`src/hw/rtl/ifp_pkg.sv`:
```
`timescale 1ns / 1ps
// ifp_pkg: shared types and constants for the imu frame parser and scaler
// no dependencies; imported by every module of the block
package ifp_pkg;

	// frame markers
	localparam logic [7:0] HDR_FIRST = 8'hAA;
	localparam logic [7:0] HDR_SECOND = 8'hBB;
	localparam logic [7:0] TRL_FIRST = 8'hCC;
	localparam logic [7:0] TRL_SECOND = 8'hDD;

	// frame layout, in byte positions
	localparam int MIN_FRAME_BYTES = 20;
	localparam int CNT_FIRST = 2;
	localparam int SMP_FIRST = 6;
	localparam int SMP_END = 18;
	localparam int NUM_SAMPLES = 6;

	// back end sequencing: one timestamp product then six sample products
	localparam int NUM_PRODUCTS = 7;
	localparam int STEP_W = 3;
	localparam logic [STEP_W-1:0] STEP_TIME = 3'd0;
	localparam logic [STEP_W-1:0] STEP_LAST = 3'(NUM_PRODUCTS - 1);
	localparam logic [STEP_W-1:0] STEP_GYRO = 3'd4;

	localparam int QUEUE_DEPTH = 2;

	// configuration port
	localparam int CFG_IDX_W = 3;
	localparam int CFG_DATA_W = 32;

	typedef enum logic [CFG_IDX_W-1:0] {
		REG_FRAME_LENGTH = 3'd0,
		REG_LITTLE_ENDIAN = 3'd1,
		REG_TIME_STEP = 3'd2,
		REG_ACCEL_GAIN = 3'd3,
		REG_GYRO_GAIN = 3'd4
	} reg_idx_t;

	localparam logic [6:0] RST_FRAME_LENGTH = 7'd20;
	localparam logic RST_LITTLE_ENDIAN = 1'b1;
	localparam logic [31:0] RST_TIME_STEP = 32'd42949673;
	localparam logic [31:0] RST_GAIN = 32'h0100_0000;

	typedef enum logic [1:0] {
		PH_HUNT = 2'd0,
		PH_SECOND = 2'd1,
		PH_BODY = 2'd2
	} phase_t;

	typedef struct packed {
		logic [6:0] frame_length;
		logic little_endian;
	} front_cfg_t;

	typedef struct packed {
		logic [31:0] time_step;
		logic [31:0] accel_gain;
		logic [31:0] gyro_gain;
	} back_cfg_t;

	// one parsed frame as it travels through the queue
	typedef struct packed {
		logic [31:0] counter;
		logic [NUM_SAMPLES-1:0][15:0] samples;
	} frame_t;

	typedef struct packed {
		logic [63:0] timestamp;
		logic [31:0] frame_counter;
		logic [NUM_SAMPLES-1:0][31:0] scaled;
	} result_t;

endpackage

```
`src/hw/rtl/ifp_front.sv`:
```
`timescale 1ns / 1ps
// ifp_front: byte-wise header hunt, field assembly and trailer check
// depends on ifp_pkg; pushes one complete frame per good trailer
module ifp_front #(
	parameter int MAX_FRAME_BYTES = 64
) (
	input logic clk,
	input logic arst_n,
	input ifp_pkg::front_cfg_t cfg,
	input logic in_fire,
	input logic [7:0] rx_byte,
	output logic push,
	output ifp_pkg::frame_t frame
);
	import ifp_pkg::*;

	localparam int PW = $clog2(MAX_FRAME_BYTES + 1);
	localparam int CW = (PW > 7) ? PW : 7;

	phase_t phase_q, phase_d;
	logic [PW-1:0] pos_q, pos_d;
	logic [31:0] cnt_q, cnt_d;
	logic tseen_q, tseen_d;
	logic [15:0] raw_q [NUM_SAMPLES];

	logic [CW-1:0] fl_w;
	logic [PW-1:0] len;
	logic last_byte, trail_first;
	logic in_cnt, in_smp;
	logic [PW-1:0] cnt_off, smp_off;
	logic [1:0] cnt_lane;
	logic [2:0] smp_idx;
	logic smp_lane;
	logic smp_we;

	// effective frame length, clamped to the supported range
	always_comb begin
		fl_w = CW'(cfg.frame_length);
		if (fl_w < CW'(MIN_FRAME_BYTES)) begin
			len = PW'(MIN_FRAME_BYTES);
		end else if (fl_w > CW'(MAX_FRAME_BYTES)) begin
			len = PW'(MAX_FRAME_BYTES);
		end else begin
			len = PW'(fl_w);
		end
	end

	assign last_byte = ({1'b0, pos_q} + (PW+1)'(1)) >= {1'b0, len};
	assign trail_first = ({1'b0, pos_q} + (PW+1)'(2)) == {1'b0, len};
	assign in_cnt = (pos_q >= PW'(CNT_FIRST)) && (pos_q < PW'(SMP_FIRST));
	assign in_smp = (pos_q >= PW'(SMP_FIRST)) && (pos_q < PW'(SMP_END));
	assign cnt_off = pos_q - PW'(CNT_FIRST);
	assign smp_off = pos_q - PW'(SMP_FIRST);
	assign cnt_lane = cfg.little_endian ? cnt_off[1:0] : ~cnt_off[1:0];
	assign smp_idx = smp_off[3:1];
	assign smp_lane = cfg.little_endian ? smp_off[0] : ~smp_off[0];

	always_ff @(posedge clk or negedge arst_n) begin
		if (!arst_n) begin
			phase_q <= PH_HUNT;
			pos_q <= '0;
			cnt_q <= '0;
			tseen_q <= 1'b0;
		end else begin
			phase_q <= phase_d;
			pos_q <= pos_d;
			cnt_q <= cnt_d;
			tseen_q <= tseen_d;
		end
	end

	always_comb begin
		phase_d = phase_q;
		pos_d = pos_q;
		cnt_d = cnt_q;
		tseen_d = tseen_q;
		push = 1'b0;
		smp_we = 1'b0;
		if (in_fire) begin
			unique case (phase_q)
				PH_HUNT: begin
					if (rx_byte == HDR_FIRST) begin
						phase_d = PH_SECOND;
					end
				end
				PH_SECOND: begin
					if (rx_byte == HDR_SECOND) begin
						phase_d = PH_BODY;
						pos_d = PW'(CNT_FIRST);
						cnt_d = '0;
						tseen_d = 1'b0;
					end else if (rx_byte != HDR_FIRST) begin
						phase_d = PH_HUNT;
					end
				end
				PH_BODY: begin
					if (last_byte) begin
						phase_d = PH_HUNT;
						pos_d = '0;
						push = tseen_q && (rx_byte == TRL_SECOND);
					end else begin
						if (trail_first) begin
							tseen_d = (rx_byte == TRL_FIRST);
						end else if (in_cnt) begin
							cnt_d[cnt_lane*8 +: 8] = rx_byte;
						end else if (in_smp) begin
							smp_we = 1'b1;
						end
						pos_d = pos_q + PW'(1);
					end
				end
				default: begin
					phase_d = PH_HUNT;
				end
			endcase
		end
	end

	always_ff @(posedge clk) begin
		if (smp_we) begin
			raw_q[smp_idx][smp_lane*8 +: 8] <= rx_byte;
		end
	end

	always_comb begin
		frame.counter = cnt_q;
		for (int i = 0; i < NUM_SAMPLES; i++) begin
			frame.samples[i] = raw_q[i];
		end
	end

endmodule

```
`src/hw/rtl/ifp_queue.sv`:
```
`timescale 1ns / 1ps
// ifp_queue: short frame queue between the parser and the arithmetic back end
// depends on ifp_pkg for the frame type and depth
module ifp_queue (
	input logic clk,
	input logic arst_n,
	input logic push,
	input ifp_pkg::frame_t din,
	input logic pop,
	output ifp_pkg::frame_t head,
	output logic empty,
	output logic full
);
	import ifp_pkg::*;

	localparam int QPW = (QUEUE_DEPTH > 1) ? $clog2(QUEUE_DEPTH) : 1;
	localparam int QCW = $clog2(QUEUE_DEPTH + 1);

	frame_t mem_q [QUEUE_DEPTH];
	logic [QPW-1:0] wr_q, rd_q;
	logic [QCW-1:0] count_q;

	function automatic logic [QPW-1:0] bump(input logic [QPW-1:0] p);
		logic [QPW-1:0] n;
		n = (p == QPW'(QUEUE_DEPTH - 1)) ? '0 : p + QPW'(1);
		return n;
	endfunction

	assign empty = (count_q == '0);
	assign full = (count_q == QCW'(QUEUE_DEPTH));
	assign head = mem_q[rd_q];

	always_ff @(posedge clk or negedge arst_n) begin
		if (!arst_n) begin
			wr_q <= '0;
			rd_q <= '0;
			count_q <= '0;
		end else begin
			if (push) begin
				wr_q <= bump(wr_q);
			end
			if (pop) begin
				rd_q <= bump(rd_q);
			end
			if (push && !pop) begin
				count_q <= count_q + QCW'(1);
			end else if (pop && !push) begin
				count_q <= count_q - QCW'(1);
			end
		end
	end

	always_ff @(posedge clk) begin
		if (push) begin
			mem_q[wr_q] <= din;
		end
	end

endmodule

```
`src/hw/rtl/ifp_back.sv`:
```
`timescale 1ns / 1ps
// ifp_back: timestamp and sample scaling on one shared 33x33 multiplier
// depends on ifp_pkg; pops frames from ifp_queue, holds the result register
module ifp_back (
	input logic clk,
	input logic arst_n,
	input ifp_pkg::back_cfg_t cfg,
	input logic q_empty,
	input ifp_pkg::frame_t q_head,
	output logic q_pop,
	output logic out_valid,
	input logic out_ready,
	output ifp_pkg::result_t res
);
	import ifp_pkg::*;

	frame_t frame_q;
	logic iss_q;
	logic [STEP_W-1:0] step_q;
	logic v_s1;
	logic [STEP_W-1:0] step_s1;
	logic signed [65:0] mul_s1;
	logic out_valid_q;
	result_t res_q;

	logic signed [32:0] op_a, op_b;
	logic [STEP_W-1:0] sidx;
	logic [STEP_W-1:0] widx;
	logic [31:0] gain;

	// q24.24 product to q16.16, round half up, saturate
	function automatic logic [31:0] round_sat(input logic signed [65:0] p);
		logic signed [48:0] x;
		logic signed [40:0] q;
		logic [31:0] r;
		x = $signed(p[48:0]) + 49'sd128;
		q = $signed(x[48:8]);
		if (q > 41'sd2147483647) begin
			r = 32'h7FFF_FFFF;
		end else if (q < -41'sd2147483648) begin
			r = 32'h8000_0000;
		end else begin
			r = q[31:0];
		end
		return r;
	endfunction

	assign q_pop = !q_empty && !iss_q && !v_s1 && (!out_valid_q || out_ready);

	assign sidx = step_q - STEP_W'(1);
	assign widx = step_s1 - STEP_W'(1);
	assign gain = (step_q >= STEP_GYRO) ? cfg.gyro_gain : cfg.accel_gain;

	always_comb begin
		if (step_q == STEP_TIME) begin
			op_a = $signed({1'b0, frame_q.counter});
			op_b = $signed({1'b0, cfg.time_step});
		end else begin
			op_a = $signed({{17{frame_q.samples[sidx][15]}}, frame_q.samples[sidx]});
			op_b = $signed({gain[31], gain});
		end
	end

	always_ff @(posedge clk or negedge arst_n) begin
		if (!arst_n) begin
			iss_q <= 1'b0;
			step_q <= '0;
			v_s1 <= 1'b0;
			out_valid_q <= 1'b0;
		end else begin
			if (q_pop) begin
				iss_q <= 1'b1;
				step_q <= STEP_TIME;
			end else if (iss_q) begin
				if (step_q == STEP_LAST) begin
					iss_q <= 1'b0;
				end else begin
					step_q <= step_q + STEP_W'(1);
				end
			end
			v_s1 <= iss_q;
			if (v_s1 && step_s1 == STEP_LAST) begin
				out_valid_q <= 1'b1;
			end else if (out_ready) begin
				out_valid_q <= 1'b0;
			end
		end
	end

	always_ff @(posedge clk) begin
		if (q_pop) begin
			frame_q <= q_head;
		end
		mul_s1 <= op_a * op_b;
		step_s1 <= step_q;
		if (v_s1) begin
			if (step_s1 == STEP_TIME) begin
				res_q.timestamp <= mul_s1[63:0];
				res_q.frame_counter <= frame_q.counter;
			end else begin
				res_q.scaled[widx] <= round_sat(mul_s1);
			end
		end
	end

	assign out_valid = out_valid_q;
	assign res = res_q;

endmodule

```
`src/hw/rtl/imu_frame_parser_scaler.sv`:
```
`timescale 1ns / 1ps
// imu_frame_parser_scaler: top level, configuration registers and assertions
// depends on ifp_pkg, ifp_front, ifp_queue and ifp_back
//
//   channel  signals                      direction  meaning
//   in       in_valid/in_ready, rx_byte   sink       one received byte per item
//   out      out_valid/out_ready, fields  source     one scaled frame per item
//   cfg      cfg_we, cfg_index, cfg_data  sink       register write, no wait
//
// the parser takes one byte per cycle; in_ready falls only while both queue
// entries hold frames that the back end has not started
// the back end runs seven products of a popped frame on one shared 33x33
// multiplier, one per cycle, then a round and saturate stage; a new frame
// starts after the products drain and the result register is free or being taken
// reset is asynchronous and clears control state at once; no clearing pass
module imu_frame_parser_scaler #(
	parameter int MAX_FRAME_BYTES = 64
) (
	input logic clk,
	input logic arst_n,
	input logic in_valid,
	output logic in_ready,
	input logic [7:0] rx_byte,
	output logic out_valid,
	input logic out_ready,
	output logic [63:0] timestamp,
	output logic [31:0] frame_counter,
	output logic signed [31:0] accel_x,
	output logic signed [31:0] accel_y,
	output logic signed [31:0] accel_z,
	output logic signed [31:0] rate_x,
	output logic signed [31:0] rate_y,
	output logic signed [31:0] rate_z,
	input logic cfg_we,
	input logic [ifp_pkg::CFG_IDX_W-1:0] cfg_index,
	input logic [ifp_pkg::CFG_DATA_W-1:0] cfg_data
);
	import ifp_pkg::*;

	front_cfg_t fcfg_q;
	back_cfg_t bcfg_q;
	logic q_push, q_pop, q_full, q_empty;
	frame_t push_frame, head_frame;
	result_t res;
	logic in_fire;

	always_ff @(posedge clk or negedge arst_n) begin
		if (!arst_n) begin
			fcfg_q.frame_length <= RST_FRAME_LENGTH;
			fcfg_q.little_endian <= RST_LITTLE_ENDIAN;
			bcfg_q.time_step <= RST_TIME_STEP;
			bcfg_q.accel_gain <= RST_GAIN;
			bcfg_q.gyro_gain <= RST_GAIN;
		end else if (cfg_we) begin
			unique case (reg_idx_t'(cfg_index))
				REG_FRAME_LENGTH: fcfg_q.frame_length <= cfg_data[6:0];
				REG_LITTLE_ENDIAN: fcfg_q.little_endian <= cfg_data[0];
				REG_TIME_STEP: bcfg_q.time_step <= cfg_data;
				REG_ACCEL_GAIN: bcfg_q.accel_gain <= cfg_data;
				REG_GYRO_GAIN: bcfg_q.gyro_gain <= cfg_data;
				default: ;
			endcase
		end
	end

	assign in_ready = !q_full;
	assign in_fire = in_valid && in_ready;

	ifp_front #(
		.MAX_FRAME_BYTES(MAX_FRAME_BYTES)
	) u_front (
		.clk(clk),
		.arst_n(arst_n),
		.cfg(fcfg_q),
		.in_fire(in_fire),
		.rx_byte(rx_byte),
		.push(q_push),
		.frame(push_frame)
	);

	ifp_queue u_queue (
		.clk(clk),
		.arst_n(arst_n),
		.push(q_push),
		.din(push_frame),
		.pop(q_pop),
		.head(head_frame),
		.empty(q_empty),
		.full(q_full)
	);

	ifp_back u_back (
		.clk(clk),
		.arst_n(arst_n),
		.cfg(bcfg_q),
		.q_empty(q_empty),
		.q_head(head_frame),
		.q_pop(q_pop),
		.out_valid(out_valid),
		.out_ready(out_ready),
		.res(res)
	);

	assign timestamp = res.timestamp;
	assign frame_counter = res.frame_counter;
	assign accel_x = $signed(res.scaled[0]);
	assign accel_y = $signed(res.scaled[1]);
	assign accel_z = $signed(res.scaled[2]);
	assign rate_x = $signed(res.scaled[3]);
	assign rate_y = $signed(res.scaled[4]);
	assign rate_z = $signed(res.scaled[5]);

	// a finished frame never lands on a full queue
	a_no_overflow: assert property (@(posedge clk) disable iff (!arst_n)
		q_push |-> !q_full)
		else $error("frame pushed into a full queue");

	// a frame leaves the queue only when the result register is free or draining
	a_pop_slot: assert property (@(posedge clk) disable iff (!arst_n)
		q_pop |-> (!out_valid || out_ready))
		else $error("frame popped while the result is still held");

	// every new result traces back to an earlier pop from the frame queue
	a_result_latency: assert property (@(posedge clk) disable iff (!arst_n)
		$rose(out_valid) |-> $past(q_pop, 9))
		else $error("result appeared without a matching pop");

endmodule
```
`config.mk`:
```
export PLATFORM = sky130hd
export DESIGN_NAME = imu_frame_parser_scaler
export DESIGN_NICKNAME = d
export VERILOG_FILES = /design/src/hw/rtl/ifp_pkg.sv /design/src/hw/rtl/ifp_front.sv /design/src/hw/rtl/ifp_queue.sv /design/src/hw/rtl/ifp_back.sv /design/src/hw/rtl/imu_frame_parser_scaler.sv
export SDC_FILE = /design/constraint.sdc
export NUM_CORES = 2
export LEC_CHECK = 0
export ABC_AREA = 1
export BUFFER_PORTS_ARGS = -buffer_cell sky130_fd_sc_hd__buf_2
export CORE_ASPECT_RATIO = 1.25
export CORE_UTILIZATION = 28
export CTS_CLUSTER_DIAMETER = 100
export CTS_CLUSTER_SIZE = 24
export DETAILED_ROUTE_END_ITERATION = 10
export GPL_TIMING_DRIVEN = 1
export HOLD_SLACK_MARGIN = 0.15
export PLACE_DENSITY = 0.43
export SYNTH_ARGS = -nofsm -noshare
export SYNTH_HDL_FRONTEND = slang
export SYNTH_SLANG_ARGS = --single-unit
```
`constraint.sdc`:
```
create_clock -name clk -period 8.6 [get_ports clk]
set_input_delay 0 -clock clk [delete_from_list [all_inputs] [get_ports clk]]
set_output_delay 0 -clock clk [all_outputs]
set_load 0.05 [all_outputs]
```
# After elaboration in Yosys (flattened, before gate mapping)
# Memory sizes are Yosys's and may differ from the RTL's. A register that Yosys moved wholly into a read port is not among the register bits.
# Cells that the tools add are included.
# classes
n_addsub,15
n_mul,1
n_lt_le_gt_ge,13
n_eq_ne,24
shift,4
mux,59
n_bitwise,3
n_reduce_logical,40
# ops
op,n
$mux 32,10
$bwmux 192,1
$demux 32 s3,1
$mux 33,2
$mul 33x33->64,1
$pmux 32 s2,1
$add 49x9->49 const B,1
$bmux 16 s3,1
$gt 41x32->1 const B,1
$lt 41x32->1 const B,1
$neg 4->34,1
$neg 5->34,1
$shift 8x34->16 const A,1
$shift 8x34->32 const A,1
$shiftx 8x34->16,1
$shiftx 8x34->32,1
$bwmux 32,1
$eq 8x8->1 const B,4
$mux 16,2
$mux 7,4
$mux 1,23
$reduce_and 2->1,8
$lt 7x5->1 const B,2
$mux 2,7
other kinds (44),82
# word_totals
ff_bits,511
mem_bits_rw,352
input_bits,48
out_inout_bits,290
mem_count,2
# mem_list
name,words,width,rd,rd_clocked_by_memory_dff,wr,line,rtl
u_queue.mem_q,2,128,1,1,1,ifp_queue.sv:19,frame_t mem_q [QUEUE_DEPTH];
u_front.raw_q,6,16,6,0,1,ifp_front.sv:24,logic [15:0] raw_q [NUM_SAMPLES];

# Logic depth before layout (Yosys ltp)
# depth
word_depth,11
mapped_depth,45

# Modules after synthesis
# Synthesis repeated with hierarchy kept, for this count alone.
# unflattened
hier_cells,7211
hier_area_um2,75555.0
# by_module_without_submodules
mod,n_inst,cells_per_inst,area_per_inst_um2
ifp_back,1,5790,55929.9
ifp_queue,1,423,9486.6
ifp_front,1,534,6002.0
imu_frame_parser_scaler,1,464,4136.5

# Least setup slack after synthesis
# No wires, ideal clock.
# synth_path
path_type,flip-flop to flip-flop
startpoint,reg u_back.step_q[0]
endpoint,reg u_back.mul_s1[63]
setup_time_ns,0.112
t_arrival_ns,9.134
path_slack_ns,-0.646
stages_incl_launch_ff,36
n_path_buf,4
synth_period_minus_slack_ns,9.246
path_cell_list,dfrtp_1 inv_1 buf_2 clkbuf_1 ha_1 ha_1 clkbuf_1 nor2_2 o21ai_0 o21ai_1 nand2_2 inv_2 clkbuf_1 nand2_1 fa_1 fa_1 inv_1 fa_1 fa_1 fa_1 fa_1 fa_1 inv_1 fa_1 inv_1 ha_1 nand2_1 nor2_1 inv_1 nor2_1 nand2_1 or2_2 nand3_1 inv_1 nand2_1 nand2_1
# synth_via
elab_chain_cells,5
elab_cells_between_ends,9
classes_between,add/sub: 1; mul: 1; order compare: 1; mux: 5; reduce/logical: 1
# synth_rtl
element,line,rtl
"start, declared",ifp_back.sv:19,logic [STEP_W-1:0] step_q;
"start signal, assigned",ifp_back.sv:78,step_q <= step_q + STEP_W'(1);
$sub 3x1->3,ifp_back.sv:50,assign sidx = step_q - STEP_W'(1);
$bmux 16 s3,ifp_back.sv:59,"op_a = $signed({{17{frame_q.samples[sidx][15]}}, frame_q.samples[sidx]});"
$mux 16 (not written as such),ifp_back.sv:59,
$mux 33,ifp_back.sv:55,if (step_q == STEP_TIME) begin
$mul 33x33->64 (*),ifp_back.sv:94,mul_s1 <= op_a * op_b;
"end signal, assigned",ifp_back.sv:94,
"end, declared",ifp_back.sv:22,logic signed [65:0] mul_s1;
# Every way passes the cells marked *; elsewhere a longest branch is shown, timed or not. The select of a mux whose other input is x is not followed.
# A chain may end at the register's enable or synchronous reset.

# Worst setup path in the final report
# layout_path
startpoint,reg u_back.step_q[0]
endpoint,reg u_back.mul_s1[58]
# The elaborated chain is that of the path after synthesis.

==> flow_metrics.env <==
export IMPL_status="complete, but fails checks"
export IMPL_failed_checks="design-rule violations"
export IMPL_synth_async_sr_flop_share_pct=15.7
export IMPL_synth_compound_area_share_pct=3.45
export IMPL_cp_common_cell="fa_1"
export IMPL_r2r_end="u_back.mul_s1[58]"
export IMPL_die_w_microns=464
export IMPL_ys_seq_area_share_pct=37.9
export IMPL_cp_arrival_ps=9020
export IMPL_num_vias=53430
export IMPL_maxCapViolCount=0
export IMPL_drive_above_1_share_pct=19.8
export IMPL_cts_made_buffers=54
export IMPL_synth_top_family_by_area="adder cells"
export IMPL_cts_buffer_depth=3
export IMPL_synth_simple_area_share_pct=14.4
export IMPL_ant_nets=0
export IMPL_top_layer="met4"
export IMPL_crit_slowest_cell="fa_2"
export IMPL_min_path_cells=4
export IMPL_min_period_ps=8390
export IMPL_routed_wl_met2_microns=136000
export IMPL_reg2reg_depth=35
export IMPL_slew_headroom_pct=19.7
export IMPL_grtUsageTotal_pct=19.9
export IMPL_cts_root_buf="clkbuf_16"
export IMPL_max_freq_mhz=119
export IMPL_finalClockSkew_ps=72.4
export IMPL_final_area_sq_um=91400
export IMPL_avgSynthCellArea_sq_um=10.2
export IMPL_finalHoldViolCount=0
export IMPL_port_buffers=337
export IMPL_setup_violations=0
export IMPL_totalWireLength_microns=267000
export IMPL_drv_slew=0
export IMPL_drtIter0Drc=3413
export IMPL_std_cell_rows=211
export IMPL_grt_start_max_net_pins=129
export IMPL_start_util_pct=28.2
export IMPL_rsz0062_at_grt="yes"
export IMPL_fillers=27007
export IMPL_dr_pass1_iters=11
export IMPL_drt_met1_wl_microns=106000
export IMPL_whs_endpoint="bcfg_q[68]"
export IMPL_r2r_start="u_back.step_q[0]"
export IMPL_syn_inst=7351
export IMPL_ioPinCount=338
export IMPL_critPathMaxStageDelay_ps=620
export IMPL_final_nets=9806
export IMPL_via_per_inst=4.47
export IMPL_worstMarginPinSlew_ps=1200
export IMPL_clk_latency_ps=760
export IMPL_dpl_hpwl_microns=219000
export IMPL_cts_sinks=991
export IMPL_cp_start_kind="flop"
export IMPL_place_congestion=0.934
export IMPL_post_route_period_util_pct=97.5
export IMPL_synthFlopType="edfxtp_1"
export IMPL_r2r_slack_ps=210
export IMPL_crit_start="u_back.step_q[0]"
export IMPL_antenna_found_initial=4
export IMPL_hp_start="cfg_data[4]"
export IMPL_crit_buf_inv=12
export IMPL_syn_cell_area_sq_um=74700
export IMPL_grt_ovfl_total=0
export IMPL_dr_wl_met3_microns=10600
export IMPL_h_tree_depth=2
export IMPL_synth_mux_area_share_pct=0
export IMPL_die_area_sq_um=269000
export IMPL_synth_nets=8759
export IMPL_n_antenna_cell=0
export IMPL_layout_commonest_cell="nand2_1"
export IMPL_die_h_microns=579
export IMPL_worst_ep_required_time_ps=9230
export IMPL_synth_cell_types=48
export IMPL_synth_xor_area_share_pct=1.21
export IMPL_cp_top_family="adder cells"
export IMPL_wl_per_cell_microns=22.3
export IMPL_dpl_instance_area_sq_um=87000
export IMPL_synth_adder_area_share_pct=34.1
export IMPL_drc=122
export IMPL_grt_pass1_wl_microns=391000
export IMPL_synth_edf_count=768
export IMPL_cts_clk_slew_worst_paths_ps=100
export IMPL_ys_warnings_count=0
export IMPL_worstPathMaxFanout=9
export IMPL_cts_tree="done"
export IMPL_crit_type="reg -> reg"
export IMPL_hold_class="in -> reg"
export IMPL_end_kind="flop"
export IMPL_first_global_vias=57879
export IMPL_areaGrowthSynthToFinish_pct=22.4
export IMPL_layout_common_cells="nand2_1, inv_1, fa_1, edfxtp_1, nor2_1"
export IMPL_core_sq_um=265000
export IMPL_synth_seq_cells=991
## worst max path at each step
stage	depth (start not counted)	slack, ps	endpoint
floorplan	34	10	u_back.mul_s1[63]
global placement	33	-770	u_back.mul_s1[58]
detailed placement	32	-790	u_back.mul_s1[58]
CTS	33	-30	u_back.mul_s1[58]
global route	39	-100	u_back.mul_s1[63]
finish	35	210	u_back.mul_s1[58]
## cells by family (layout without fill, tap and decap cells)
family / after synthesis / after routing
adder cells (fa/ha/maj): 1360 / 1360
flip-flops: 991 / 991
XOR/XNOR: 102 / 102
AND/OR/NAND/NOR: 2711 / 2711
AO/OA/AOI/OAI: 451 / 451
buffers and inverters: 1736 / 2829
## per-layer routing
layer | vias up | track usage [%]
met1 | 27313 | 23.5
met4 | 0 | 8.84
met2 | 1359 | 36.5
met3 | 393 | 2.04
li1 | 24365 | -
met5 | - | 0
## sequential cells by signal (all words and copies together), names as in the netlist
register and count:
u_queue.mem_q 256, u_back.iss_q 1, u_queue.count_q 2, u_front.tseen_q 1, u_back.res 288, u_front.cnt_q 32, fcfg_q 8, bcfg_q 96
u_front.phase_q 2, u_queue.wr_q 1, u_back.mul_s1 64, u_back.v_s1 1, u_back.step_q 3, u_back.step_s1 3, u_queue.rd_q 1, u_front.pos_q 7
u_back.out_valid 1, u_front.raw_q 96, u_back.frame_q 128
## synth_stat cells, types with 47 or more instances
cell      number  share of area [%]
nor2_1       792                4.0
xor2_1        83               0.97
a21oi_1       81               0.54
nand2_1     1637                8.2
o211ai_1      47               0.47
dfrtp_1      138                4.6
buf_2         87               0.58
ha_1         235                3.9
dfxtp_1       67                1.8
edfxtp_1     768                 31
clkbuf_1     152               0.76
nand3_1      132               0.88
o21ai_0      229                1.5
fa_1        1125                 30
inv_1       1433                7.2
## worst register-to-register path: cells and delay by family, from the launching register on
family | cells | cell delay, ps
adder cells (fa/ha/maj) | 11 | 4760
buffers and inverters | 12 | 1350
AND/OR/NAND/NOR | 9 | 1310
flip-flops | 1 | 420
AO/OA/AOI/OAI | 2 | 290
XOR/XNOR | 1 | 160
## repair_timing
action,in CTS,in global routing
gates resized for setup,155,248
setup buffers,9,15
gates cloned,0,2
pin swaps,25,106
hold buffers,96,0
hold endpoints to repair,303,0
setup endpoints to repair,39,41
## per-stage QoR
| step | hold WS (ps) | TNS [ps] | setup WS, ps | std cells | utilization, % |
|---|---|---|---|---|---|
| after CTS | 166 | -69.0 | -33.6 | 11941 | 34.1 |
| after detailed placement | 173 | -11630 | -786 | 11734 | 32.9 |
| after floorplan | -296 | 0 | 13.1 | 7351 | - |
| after global placement | 168 | -9780 | -766 | 11734 | 32.9 |
| final | 212 | 0 | 213 | 11958 | 34.5 |
| after global routing | 222 | -369 | -102 | 11958 | 34.5 |
## area by class of cell
| type | instances | area (sq um) | share of cell area [%] |
|---|---|---|---|
| clock buffer | 84 | 1470 | 1.61 |
| clock inverter | 18 | 302 | 0.330 |
| inverter | 1475 | 5580 | 6.10 |
| multi-input combinational | 4624 | 41100 | 45.0 |
| sequential | 991 | 28300 | 31.0 |
| tap | 3514 | 4400 | 4.81 |
| timing repair buffer | 1251 | 10200 | 11.2 |
| timing repair inverter | 1 | 7.51 | 0.00821 |
Power is not shown: default switching activity piles up to over one toggle a cycle in this logic, so the estimate is an artifact.
